`config.mk`:
```
export PLATFORM = sky130hd
export DESIGN_NAME = multiword_mul_div3_unit_flat
export DESIGN_NICKNAME = d
export VERILOG_FILES = /design/src/mmd3_pkg.sv /design/src/mmd3_in_if.sv /design/src/mmd3_out_if.sv /design/src/mmd3_ram.sv /design/src/multiword_mul_div3_unit.sv /design/src/flat_wrapper.sv
export SDC_FILE = /design/constraint.sdc
export NUM_CORES = 2
export LEC_CHECK = 0
export ABC_CLOCK_PERIOD_IN_PS = 17100
export BUFFER_PORTS_ARGS = -buffer_cell sky130_fd_sc_hd__buf_4
export CAP_MARGIN = 20
export CORE_MARGIN = 2
export CORE_UTILIZATION = 32
export DETAILED_ROUTE_END_ITERATION = 8
export PLACE_DENSITY = 0.45
export SKIP_LAST_GASP = 1
export SYNTH_ARGS = -nofsm -noshare
export SYNTH_HDL_FRONTEND = slang
export SYNTH_SLANG_ARGS = --single-unit
export TNS_END_PERCENT = 20
```
`constraint.sdc`:
```
create_clock -name clk -period 17.1 [get_ports clk]
set_clock_uncertainty 0.2 [all_clocks]
set_input_delay 3.42 -clock clk [delete_from_list [all_inputs] [get_ports clk]]
set_output_delay 3.42 -clock clk [all_outputs]
set_load 0.02 [all_outputs]
```
`src/mmd3_pkg.sv`:
```
package mmd3_pkg;

  localparam int WORD_BITS   = 32;
  localparam int STORE_WORDS = 32;
  localparam int ADDR_BITS   = (STORE_WORDS > 1) ? $clog2(STORE_WORDS) : 1;
  localparam int LEN_BITS    = $clog2(STORE_WORDS + 1);

  typedef logic [WORD_BITS-1:0]   word_t;
  typedef logic [2*WORD_BITS-1:0] dword_t;
  typedef logic [ADDR_BITS-1:0]   addr_t;
  typedef logic [LEN_BITS-1:0]    len_t;

  // Reciprocal estimate of one third, scaled by two to the word size.
  localparam word_t RECIP3 = WORD_BITS'((64'd1 << WORD_BITS) / 3);

  localparam logic [1:0] CMD_LOAD = 2'd0;
  localparam logic [1:0] CMD_MUL  = 2'd1;
  localparam logic [1:0] CMD_DIV  = 2'd2;
  localparam logic [1:0] CMD_READ = 2'd3;

  typedef logic [3:0] upc_t;

  localparam upc_t STEP_FETCH    = 4'd0;
  localparam upc_t STEP_LOAD     = 4'd1;
  localparam upc_t STEP_RD_ISSUE = 4'd2;
  localparam upc_t STEP_RD_TAKE  = 4'd3;
  localparam upc_t STEP_MUL_INIT = 4'd4;
  localparam upc_t STEP_MUL_LOOP = 4'd5;
  localparam upc_t STEP_MUL_TAIL = 4'd6;
  localparam upc_t STEP_DIV_INIT = 4'd7;
  localparam upc_t STEP_DIV_LOOP = 4'd8;
  localparam upc_t STEP_DIV_TAIL = 4'd9;
  localparam upc_t STEP_DONE     = 4'd10;

  typedef enum logic [3:0] {
    ACT_NOP,
    ACT_FETCH,
    ACT_LOAD,
    ACT_RD_ISSUE,
    ACT_RD_TAKE,
    ACT_MUL_INIT,
    ACT_DIV_INIT,
    ACT_STREAM,
    ACT_MUL_TAIL,
    ACT_DIV_TAIL,
    ACT_DONE
  } act_t;

  typedef enum logic [2:0] {
    JMP_NEXT,
    JMP_GOTO,
    JMP_DISPATCH,
    JMP_STREAM,
    JMP_OUT_FREE
  } jmp_t;

  typedef struct packed {
    act_t act;
    jmp_t jmp;
    upc_t target;
  } ctrl_t;

  function automatic ctrl_t ucode(input upc_t step);
    ctrl_t c;
    c = '{act: ACT_NOP, jmp: JMP_GOTO, target: STEP_FETCH};
    case (step)
      STEP_FETCH:    c = '{act: ACT_FETCH,    jmp: JMP_DISPATCH, target: STEP_FETCH};
      STEP_LOAD:     c = '{act: ACT_LOAD,     jmp: JMP_GOTO,     target: STEP_DONE};
      STEP_RD_ISSUE: c = '{act: ACT_RD_ISSUE, jmp: JMP_NEXT,     target: STEP_FETCH};
      STEP_RD_TAKE:  c = '{act: ACT_RD_TAKE,  jmp: JMP_GOTO,     target: STEP_DONE};
      STEP_MUL_INIT: c = '{act: ACT_MUL_INIT, jmp: JMP_NEXT,     target: STEP_FETCH};
      STEP_MUL_LOOP: c = '{act: ACT_STREAM,   jmp: JMP_STREAM,   target: STEP_FETCH};
      STEP_MUL_TAIL: c = '{act: ACT_MUL_TAIL, jmp: JMP_GOTO,     target: STEP_DONE};
      STEP_DIV_INIT: c = '{act: ACT_DIV_INIT, jmp: JMP_NEXT,     target: STEP_FETCH};
      STEP_DIV_LOOP: c = '{act: ACT_STREAM,   jmp: JMP_STREAM,   target: STEP_FETCH};
      STEP_DIV_TAIL: c = '{act: ACT_DIV_TAIL, jmp: JMP_GOTO,     target: STEP_DONE};
      STEP_DONE:     c = '{act: ACT_DONE,     jmp: JMP_OUT_FREE, target: STEP_FETCH};
      default:       c = '{act: ACT_NOP,      jmp: JMP_GOTO,     target: STEP_FETCH};
    endcase
    return c;
  endfunction

  function automatic upc_t dispatch(input logic [1:0] cmd);
    upc_t s;
    case (cmd)
      CMD_LOAD: s = STEP_LOAD;
      CMD_MUL:  s = STEP_MUL_INIT;
      CMD_DIV:  s = STEP_DIV_INIT;
      CMD_READ: s = STEP_RD_ISSUE;
      default:  s = STEP_FETCH;
    endcase
    return s;
  endfunction

  // Contribution of the incoming remainder to the quotient estimate.
  function automatic word_t rem_recip(input logic [1:0] rem);
    word_t v;
    case (rem)
      2'd1:    v = RECIP3;
      2'd2:    v = WORD_BITS'({RECIP3, 1'b0});
      default: v = '0;
    endcase
    return v;
  endfunction

endpackage

```
`src/mmd3_in_if.sv`:
```
interface mmd3_in_if;
  logic        valid;
  logic        ready;
  logic [1:0]  command;
  logic [31:0] operand_word;
  logic [4:0]  word_index;

  modport source (output valid, command, operand_word, word_index, input ready);
  modport sink   (input valid, command, operand_word, word_index, output ready);
endinterface

```
`src/mmd3_out_if.sv`:
```
interface mmd3_out_if;
  logic        valid;
  logic        ready;
  logic        ok;
  logic [1:0]  remainder;
  logic [31:0] read_data;
  logic [5:0]  used_count;

  modport source (output valid, ok, remainder, read_data, used_count, input ready);
  modport sink   (input valid, ok, remainder, read_data, used_count, output ready);
endinterface

```
`src/mmd3_ram.sv`:
```
module mmd3_ram #(
  parameter int WIDTH = 32,
  parameter int DEPTH = 32
) (
  input  logic                                          clk,
  input  logic                                          we,
  input  logic [((DEPTH > 1) ? $clog2(DEPTH) : 1)-1:0] waddr,
  input  logic [WIDTH-1:0]                              wdata,
  input  logic [((DEPTH > 1) ? $clog2(DEPTH) : 1)-1:0] raddr,
  output logic [WIDTH-1:0]                              rdata
);

  logic [WIDTH-1:0] mem [DEPTH];

  always_ff @(posedge clk) begin
    if (we) begin
      mem[waddr] <= wdata;
    end
    rdata <= mem[raddr];
  end
endmodule

```
`src/multiword_mul_div3_unit.sv`:
```
// Holds one little-endian unsigned number of up to STORE_WORDS words and works on it in
// place: load a word, multiply by a word, divide by three, or read a word. Each command gives
// exactly one result. A multiply or divide walks the n words of the number: the word loop
// streams one word per cycle through the single RAM read port and the one shared multiplier.
// A new command is taken while the previous result still waits.
module multiword_mul_div3_unit import mmd3_pkg::*; (
  input  logic        clk,
  input  logic        rst_n,
  mmd3_in_if.sink     in_ch,
  mmd3_out_if.source  out_ch
);

  ctrl_t ctrl;
  upc_t  upc_r, upc_nxt;

  word_t  opw_r, opw_nxt;
  logic [4:0] idx_r, idx_nxt;
  len_t   n_r, n_nxt;
  word_t  mul_b_r, mul_b_nxt;
  logic   div_r, div_nxt;
  len_t   rcnt_r, rcnt_nxt;
  len_t   wcnt_r, wcnt_nxt;
  logic   v1_r, v1_nxt;
  logic   v2_r, v2_nxt;
  dword_t prod_r, prod_nxt;
  logic   lt3_r, lt3_nxt;
  logic [3:0] wlo_r, wlo_nxt;
  word_t  carry_r, carry_nxt;
  logic [1:0] rem_r, rem_nxt;
  logic   shrink_r, shrink_nxt;
  logic   hit_r, hit_nxt;
  logic   res_ok_r, res_ok_nxt;
  logic [1:0] res_rem_r, res_rem_nxt;
  word_t  res_rd_r, res_rd_nxt;
  logic   out_valid_r, out_valid_nxt;
  logic   out_ok_r, out_ok_nxt;
  logic [1:0] out_rem_r, out_rem_nxt;
  word_t  out_rd_r, out_rd_nxt;
  len_t   out_used_r, out_used_nxt;

  logic   ram_we;
  addr_t  ram_waddr, ram_raddr;
  word_t  ram_wdata, ram_q;

  logic   accept, out_free, stream_done;
  dword_t sum;
  word_t  q_est, q_fin;
  logic [3:0] r0, r1, r2;
  logic [1:0] corr;

  assign ctrl     = ucode(upc_r);
  assign accept   = in_ch.valid && in_ch.ready;
  assign out_free = !out_valid_r || out_ch.ready;

  assign in_ch.ready       = (upc_r == STEP_FETCH);
  assign out_ch.valid      = out_valid_r;
  assign out_ch.ok         = out_ok_r;
  assign out_ch.remainder  = out_rem_r;
  assign out_ch.read_data  = 32'(out_rd_r);
  assign out_ch.used_count = 6'(out_used_r);

  mmd3_ram #(.WIDTH(WORD_BITS), .DEPTH(STORE_WORDS)) u_store (
    .clk   (clk),
    .we    (ram_we),
    .waddr (ram_waddr),
    .wdata (ram_wdata),
    .raddr (ram_raddr),
    .rdata (ram_q)
  );

  // Multiply walks upward from word 0; divide walks downward from the top word.
  function automatic addr_t word_addr(input logic dn, input len_t len, input len_t k);
    len_t a;
    a = dn ? (len - k - LEN_BITS'(1)) : k;
    return ADDR_BITS'(a);
  endfunction

  // Stage three arithmetic, shared by both loops.
  always_comb begin
    sum   = prod_r + {{WORD_BITS{1'b0}}, carry_r};
    q_est = rem_recip(rem_r) + prod_r[2*WORD_BITS-1:WORD_BITS];
    // The true remainder of the estimate is below nine, so four low bits suffice.
    r0    = wlo_r - 4'(q_est[3:0] * 4'd3);
    r1    = (r0 >= 4'd3) ? r0 - 4'd3 : r0;
    r2    = (r1 >= 4'd3) ? r1 - 4'd3 : r1;
    corr  = {1'b0, r0 >= 4'd3} + {1'b0, r1 >= 4'd3};
    q_fin = q_est + WORD_BITS'(corr);
  end

  // Sequencer: next step.
  always_comb begin
    upc_nxt = upc_r;
    case (ctrl.jmp)
      JMP_NEXT:     upc_nxt = upc_r + upc_t'(1);
      JMP_GOTO:     upc_nxt = ctrl.target;
      JMP_DISPATCH: upc_nxt = accept ? dispatch(in_ch.command) : upc_r;
      JMP_STREAM:   upc_nxt = stream_done ? upc_r + upc_t'(1) : upc_r;
      JMP_OUT_FREE: upc_nxt = out_free ? ctrl.target : upc_r;
      default:      upc_nxt = STEP_FETCH;
    endcase
  end

  // Datapath controls for the current control word.
  always_comb begin
    opw_nxt       = opw_r;
    idx_nxt       = idx_r;
    n_nxt         = n_r;
    mul_b_nxt     = mul_b_r;
    div_nxt       = div_r;
    rcnt_nxt      = rcnt_r;
    wcnt_nxt      = wcnt_r;
    v1_nxt        = v1_r;
    v2_nxt        = v2_r;
    prod_nxt      = prod_r;
    lt3_nxt       = lt3_r;
    wlo_nxt       = wlo_r;
    carry_nxt     = carry_r;
    rem_nxt       = rem_r;
    shrink_nxt    = shrink_r;
    hit_nxt       = hit_r;
    res_ok_nxt    = res_ok_r;
    res_rem_nxt   = res_rem_r;
    res_rd_nxt    = res_rd_r;
    out_valid_nxt = out_valid_r && !out_ch.ready;
    out_ok_nxt    = out_ok_r;
    out_rem_nxt   = out_rem_r;
    out_rd_nxt    = out_rd_r;
    out_used_nxt  = out_used_r;
    ram_we        = 1'b0;
    ram_waddr     = '0;
    ram_wdata     = '0;
    ram_raddr     = word_addr(div_r, n_r, rcnt_r);
    stream_done   = 1'b0;

    case (ctrl.act)
      ACT_FETCH: begin
        if (accept) begin
          opw_nxt     = in_ch.operand_word[WORD_BITS-1:0];
          idx_nxt     = in_ch.word_index;
          res_ok_nxt  = 1'b1;
          res_rem_nxt = 2'd0;
          res_rd_nxt  = '0;
        end
      end
      ACT_LOAD: begin
        ram_we    = 1'b1;
        ram_waddr = '0;
        ram_wdata = opw_r;
        n_nxt     = LEN_BITS'(1);
      end
      ACT_RD_ISSUE: begin
        ram_raddr = ADDR_BITS'(idx_r);
        hit_nxt   = (32'(idx_r) < 32'(n_r));
      end
      ACT_RD_TAKE: begin
        res_rd_nxt = hit_r ? ram_q : '0;
      end
      ACT_MUL_INIT, ACT_DIV_INIT: begin
        div_nxt    = (ctrl.act == ACT_DIV_INIT);
        mul_b_nxt  = (ctrl.act == ACT_DIV_INIT) ? RECIP3 : opw_r;
        rcnt_nxt   = '0;
        wcnt_nxt   = '0;
        v1_nxt     = 1'b0;
        v2_nxt     = 1'b0;
        carry_nxt  = '0;
        rem_nxt    = 2'd0;
        shrink_nxt = 1'b0;
      end
      ACT_STREAM: begin
        // Stage one: read request.
        v1_nxt   = (rcnt_r != n_r);
        rcnt_nxt = rcnt_r + LEN_BITS'(v1_nxt);
        // Stage two: multiply the word that came back from the store.
        v2_nxt   = v1_r;
        if (v1_r) begin
          prod_nxt = dword_t'(ram_q) * dword_t'(mul_b_r);
          lt3_nxt  = (ram_q < WORD_BITS'(3));
          wlo_nxt  = ram_q[3:0];
        end
        // Stage three: carry or remainder chain, then write back in place.
        if (v2_r) begin
          ram_we    = 1'b1;
          ram_waddr = word_addr(div_r, n_r, wcnt_r);
          if (div_r) begin
            ram_wdata = q_fin;
            rem_nxt   = r2[1:0];
            if (wcnt_r == '0) begin
              shrink_nxt = lt3_r;
            end
          end else begin
            ram_wdata = sum[WORD_BITS-1:0];
            carry_nxt = sum[2*WORD_BITS-1:WORD_BITS];
          end
          wcnt_nxt = wcnt_r + LEN_BITS'(1);
        end
        stream_done = (wcnt_nxt == n_r);
      end
      ACT_MUL_TAIL: begin
        if (carry_r != '0) begin
          if (n_r < LEN_BITS'(STORE_WORDS)) begin
            ram_we    = 1'b1;
            ram_waddr = ADDR_BITS'(n_r);
            ram_wdata = carry_r;
            n_nxt     = n_r + LEN_BITS'(1);
          end else begin
            res_ok_nxt = 1'b0;
          end
        end
      end
      ACT_DIV_TAIL: begin
        res_rem_nxt = rem_r;
        if (shrink_r) begin
          n_nxt = n_r - LEN_BITS'(1);
        end
      end
      ACT_DONE: begin
        if (out_free) begin
          out_valid_nxt = 1'b1;
          out_ok_nxt    = res_ok_r;
          out_rem_nxt   = res_rem_r;
          out_rd_nxt    = res_rd_r;
          out_used_nxt  = n_r;
        end
      end
      default: begin
      end
    endcase
  end

  always_ff @(posedge clk) begin
    if (!rst_n) begin
      upc_r       <= STEP_FETCH;
      n_r         <= '0;
      out_valid_r <= 1'b0;
    end else begin
      upc_r       <= upc_nxt;
      n_r         <= n_nxt;
      out_valid_r <= out_valid_nxt;
    end
  end

  always_ff @(posedge clk) begin
    opw_r      <= opw_nxt;
    idx_r      <= idx_nxt;
    mul_b_r    <= mul_b_nxt;
    div_r      <= div_nxt;
    rcnt_r     <= rcnt_nxt;
    wcnt_r     <= wcnt_nxt;
    v1_r       <= v1_nxt;
    v2_r       <= v2_nxt;
    prod_r     <= prod_nxt;
    lt3_r      <= lt3_nxt;
    wlo_r      <= wlo_nxt;
    carry_r    <= carry_nxt;
    rem_r      <= rem_nxt;
    shrink_r   <= shrink_nxt;
    hit_r      <= hit_nxt;
    res_ok_r   <= res_ok_nxt;
    res_rem_r  <= res_rem_nxt;
    res_rd_r   <= res_rd_nxt;
    out_ok_r   <= out_ok_nxt;
    out_rem_r  <= out_rem_nxt;
    out_rd_r   <= out_rd_nxt;
    out_used_r <= out_used_nxt;
  end

endmodule

```
`src/flat_wrapper.sv`:
```
// flat-port wrapper written by rule: the top's interface ports become plain ports
module multiword_mul_div3_unit_flat import mmd3_pkg::*;
  (clk, rst_n, in_ch_valid, in_ch_command, in_ch_operand_word, in_ch_word_index, in_ch_ready, out_ch_valid, out_ch_ok, out_ch_remainder, out_ch_read_data, out_ch_used_count, out_ch_ready);
  mmd3_in_if in_ch_i ();
  mmd3_out_if out_ch_i ();
  input  logic clk;
  input  logic rst_n;
  input wire logic [$bits(in_ch_i.valid)-1:0] in_ch_valid;
  input wire logic [$bits(in_ch_i.command)-1:0] in_ch_command;
  input wire logic [$bits(in_ch_i.operand_word)-1:0] in_ch_operand_word;
  input wire logic [$bits(in_ch_i.word_index)-1:0] in_ch_word_index;
  output wire logic [$bits(in_ch_i.ready)-1:0] in_ch_ready;
  output wire logic [$bits(out_ch_i.valid)-1:0] out_ch_valid;
  output wire logic [$bits(out_ch_i.ok)-1:0] out_ch_ok;
  output wire logic [$bits(out_ch_i.remainder)-1:0] out_ch_remainder;
  output wire logic [$bits(out_ch_i.read_data)-1:0] out_ch_read_data;
  output wire logic [$bits(out_ch_i.used_count)-1:0] out_ch_used_count;
  input wire logic [$bits(out_ch_i.ready)-1:0] out_ch_ready;
  assign in_ch_i.valid = in_ch_valid;
  assign in_ch_i.command = in_ch_command;
  assign in_ch_i.operand_word = in_ch_operand_word;
  assign in_ch_i.word_index = in_ch_word_index;
  assign in_ch_ready = in_ch_i.ready;
  assign out_ch_valid = out_ch_i.valid;
  assign out_ch_ok = out_ch_i.ok;
  assign out_ch_remainder = out_ch_i.remainder;
  assign out_ch_read_data = out_ch_i.read_data;
  assign out_ch_used_count = out_ch_i.used_count;
  assign out_ch_i.ready = out_ch_ready;
  multiword_mul_div3_unit u_core (.clk(clk), .rst_n(rst_n), .in_ch(in_ch_i), .out_ch(out_ch_i));
endmodule
```
==> impl_metrics.yaml <==
placement:
  hpwl_um: 193000
  portBuffers: 85
  routabilityCongestion: 0.877
timing:
  period_needed_ps: 9410
  slew_viol_final: 0
  tightest_slew_ps: 1080
  hold_viol: 0
  slew_headroom_pct: 27.7
  fmax_mhz: 106
  rsz0062_at_grt: "false"
  min_period_over_period_pct: 55.0
  setup_viol: 0
  fin_tns_setup_ps: 0
yosys:
  synthDominantCellAreaShare_pct: 42.1
  avgSynthCellArea_um2: 10.9
  async_flop_share_pct: 0
  syn_inst: 8432
  synth-seq-cells: 1340
  yosys_most_used_dff: "edfxtp_1"
  synth.distinct_cells: 99
  synth-edff-count: 1289
  yosysWarnings: 0
  syn_area_mm2: 0.0920
  ys_seq_area_share_pct: 43.2
  synth_fp_nets: 9743
  synth_largest_area_cell: "edfxtp_1"
  synthTopCellsByArea: "edfxtp_1 (42%), fa_1 (20%), nand2_1 (6.5%)"
floorplan:
  num_rows: 196
  core_mm2: 0.285
  dieHeight_um: 540
  die_w_um: 540
  start_util_pct: 32.2
  ioPinCount: 86
  dieArea_mm2: 0.292
clock_network:
  cts_tree: "built"
  clockBufferDepth: 4
  postCtsSetupBuffers: 0
  clock-sinks: 1340
  insertion_delay_ps: 860
  cts_buffers: 164
  cts.root.buffer_cell: "clkbuf_16"
  clk_pin_slew_ps: 60
  hold_buffers: 0
  h-tree-depth: 4
  ctsResizeCount: 0
grt:
  grt_max_degree: 140
  grt_antenna_before_repair: 18
  track_usage_pct: 20.9
  grt_pass1_vias: 65500
  grt-ovfl-total: 0
  grt_pass1_wl_um: 453000
flow_run:
  drv_cap: 0
finish:
  area_delta_synth_final_pct: 11.4
  drive_gt1_share_pct: 7.63
  fillerInstances: 28500
  fin_nets: 9666
drt:
  drtIter0Drc: 4981
  vias: 63500
  via_per_inst: 5.18
  dr.pass1.iters: 6
  avgRoutedWirePerCell_um: 25.0
  ant_nets: 0
  routed_wl_um: 307000
  drcViolationCount: 0
outcome:
  outcome: "finished, final reports clean"
critical_path:
  cp-start-kind: "flop"
  rrSetupSlack_ps: 7690
  critPathKind: "reg -> reg"
  crit_chain: "buf_4, nand2_1, fa_1, inv_1, fa_1, fa_1, fa_1, fa_1, fa_1, fa_1, inv_1, fa_1, inv_1, ha_1, nand2_1, nor2_1, nand2_1, inv_1, nand4_1, nand4b_1, a2111oi_1, o211ai_1, o31ai_1, xor2_1"
  critPathBufInv: 5
  path_delay_family: "adder cells"
  end_kind: "flop"
  cp_slowest_stage_delay_ps: 1050
  arrival_ps: 9720
  critPathMaxFanout: 17
  cp_common_cell: "fa_1"
  required_ps: 17410
  crit_slowest_cell: "edfxtp_1"
worst_hold_path:
  hp-class: "reg -> reg"
==> per-stage QoR <==
step / util, % / worst slack [ps] / instance area (µm²) / instances / hold WS, ps
6_report: 35.9 / 7690 / 102000 / 12200 / 217
5_1_grt: 35.9 / 7450 / 102000 / 12200 / 221
4_1_cts: 35.9 / 7920 / 102000 / 12200 / 218
3_5_place_dp: 34.0 / 7960 / 97100 / 11900 / 205
3_3_place_gp: 34.0 / 7940 / 97100 / 11900 / 203
2_1_floorplan: - / 9480 / 92000 / 8432 / 200
==> area by class of cell <==
type | instances | area [µm²] | area share, %
well taps | 3762 | 4710 | 4.59
multi-input cells | 5661 | 47200 | 46.0
diodes | 8 | 20.0 | 0.0195
repair buffers | 255 | 2040 | 1.99
inverters | 933 | 3500 | 3.42
clock inverters | 83 | 892 | 0.871
flip-flops and latches | 1340 | 39700 | 38.8
clock buffers | 206 | 4380 | 4.27
==> layout by cell type, fill, tap and decap left out, types with 19 or more instances in the layout <==
cell type / Yosys / final
ha_1: 364 / 364
dfxtp_1: 51 / 35
and2_1: 674 / 673
inv_1: 933 / 932
edfxtp_1: 1289 / 1289
nor2_4: 0 / 25
buf_4: 2 / 245
nor3_1: 38 / 30
clkinv_2: 0 / 31
o21bai_1: 28 / 28
nand3_1: 313 / 312
a21o_1: 111 / 111
fa_1: 904 / 904
xor2_1: 66 / 66
a31oi_1: 81 / 81
nor2b_1: 49 / 45
nand2b_1: 21 / 21
nor4_1: 24 / 24
nor2_1: 215 / 189
a311oi_1: 198 / 198
nand2_1: 1582 / 1581
xnor2_1: 130 / 130
a21oi_1: 209 / 207
nand4_1: 46 / 46
or2_2: 27 / 27
a211oi_1: 57 / 57
and3_1: 162 / 161
o21ai_0: 97 / 86
clkinv_1: 0 / 20
clkbuf_16: 0 / 167
clkbuf_1: 455 / 34
o21ai_2: 1 / 19
==> worst paths after layout <==
kind / startpoint / to / cells past startpoint
setup / recovery: u_core.mul_b_r[24] / u_core.prod_r[56] / 24
setup reg to reg: u_core.mul_b_r[24] / u_core.prod_r[56] / 24
hold reg to reg: u_core.res_rd_r[8] / u_core.out_ch.read_data[8] / 0
hold / removal: u_core.res_rd_r[8] / u_core.out_ch.read_data[8] / 0
==> metal layers <==
metal,wire [µm],part of all wire (%),track usage [%]
met5,13,0.0042,0
met4,9550,3.1,6.21
met3,14700,4.8,2.35
met2,152000,49,36.0
met1,131000,43,27.6
==> cell families after synthesis <==
kind of cell	synth area share, %
flip-flops	43.2
buffers and inverters	5.97
AO/OA/AOI/OAI	7.48
adder cells (fa/ha/maj)	24.6
multiplexers	0.188
XOR/XNOR	1.87
AND/OR/NAND/NOR	16.7
==> sequential cells by signal (all words and copies together), names as in the netlist, 4 cells and up <==
name,flops
u_core.u_store.mem,1024
u_core.prod_r,64
u_core.carry_r,32
u_core.mul_b_r,32
u_core.opw_r,32
u_core.out_ch.read_data,32
u_core.res_rd_r,32
u_core.u_store.rdata,32
u_core.ctrl,8
u_core.n_r,6
u_core.out_ch.used_count,6
u_core.rcnt_r,6
u_core.wcnt_r,6
u_core.idx_r,5
u_core.upc_r,4
u_core.wlo_r,4
==> Yosys cell counts (all sizes together) (35+ instances only) <==
master and instances:
dfxtp 51, edfxtp 1289, nor3 38, clkbuf 463, and2 674, o21ai 115, nand2 1582, nand4 49
buf 35, a211oi 59, a21o 116, xnor2 130, nor2 215, inv 933, fa 904, ha 364
a311oi 199, nand3 313, a31oi 81, a21oi 211, xor2 66, and3 163, nor2b 49
Power is not shown: default switching activity piles up to over one toggle a cycle in this logic, so the estimate is an artifact.
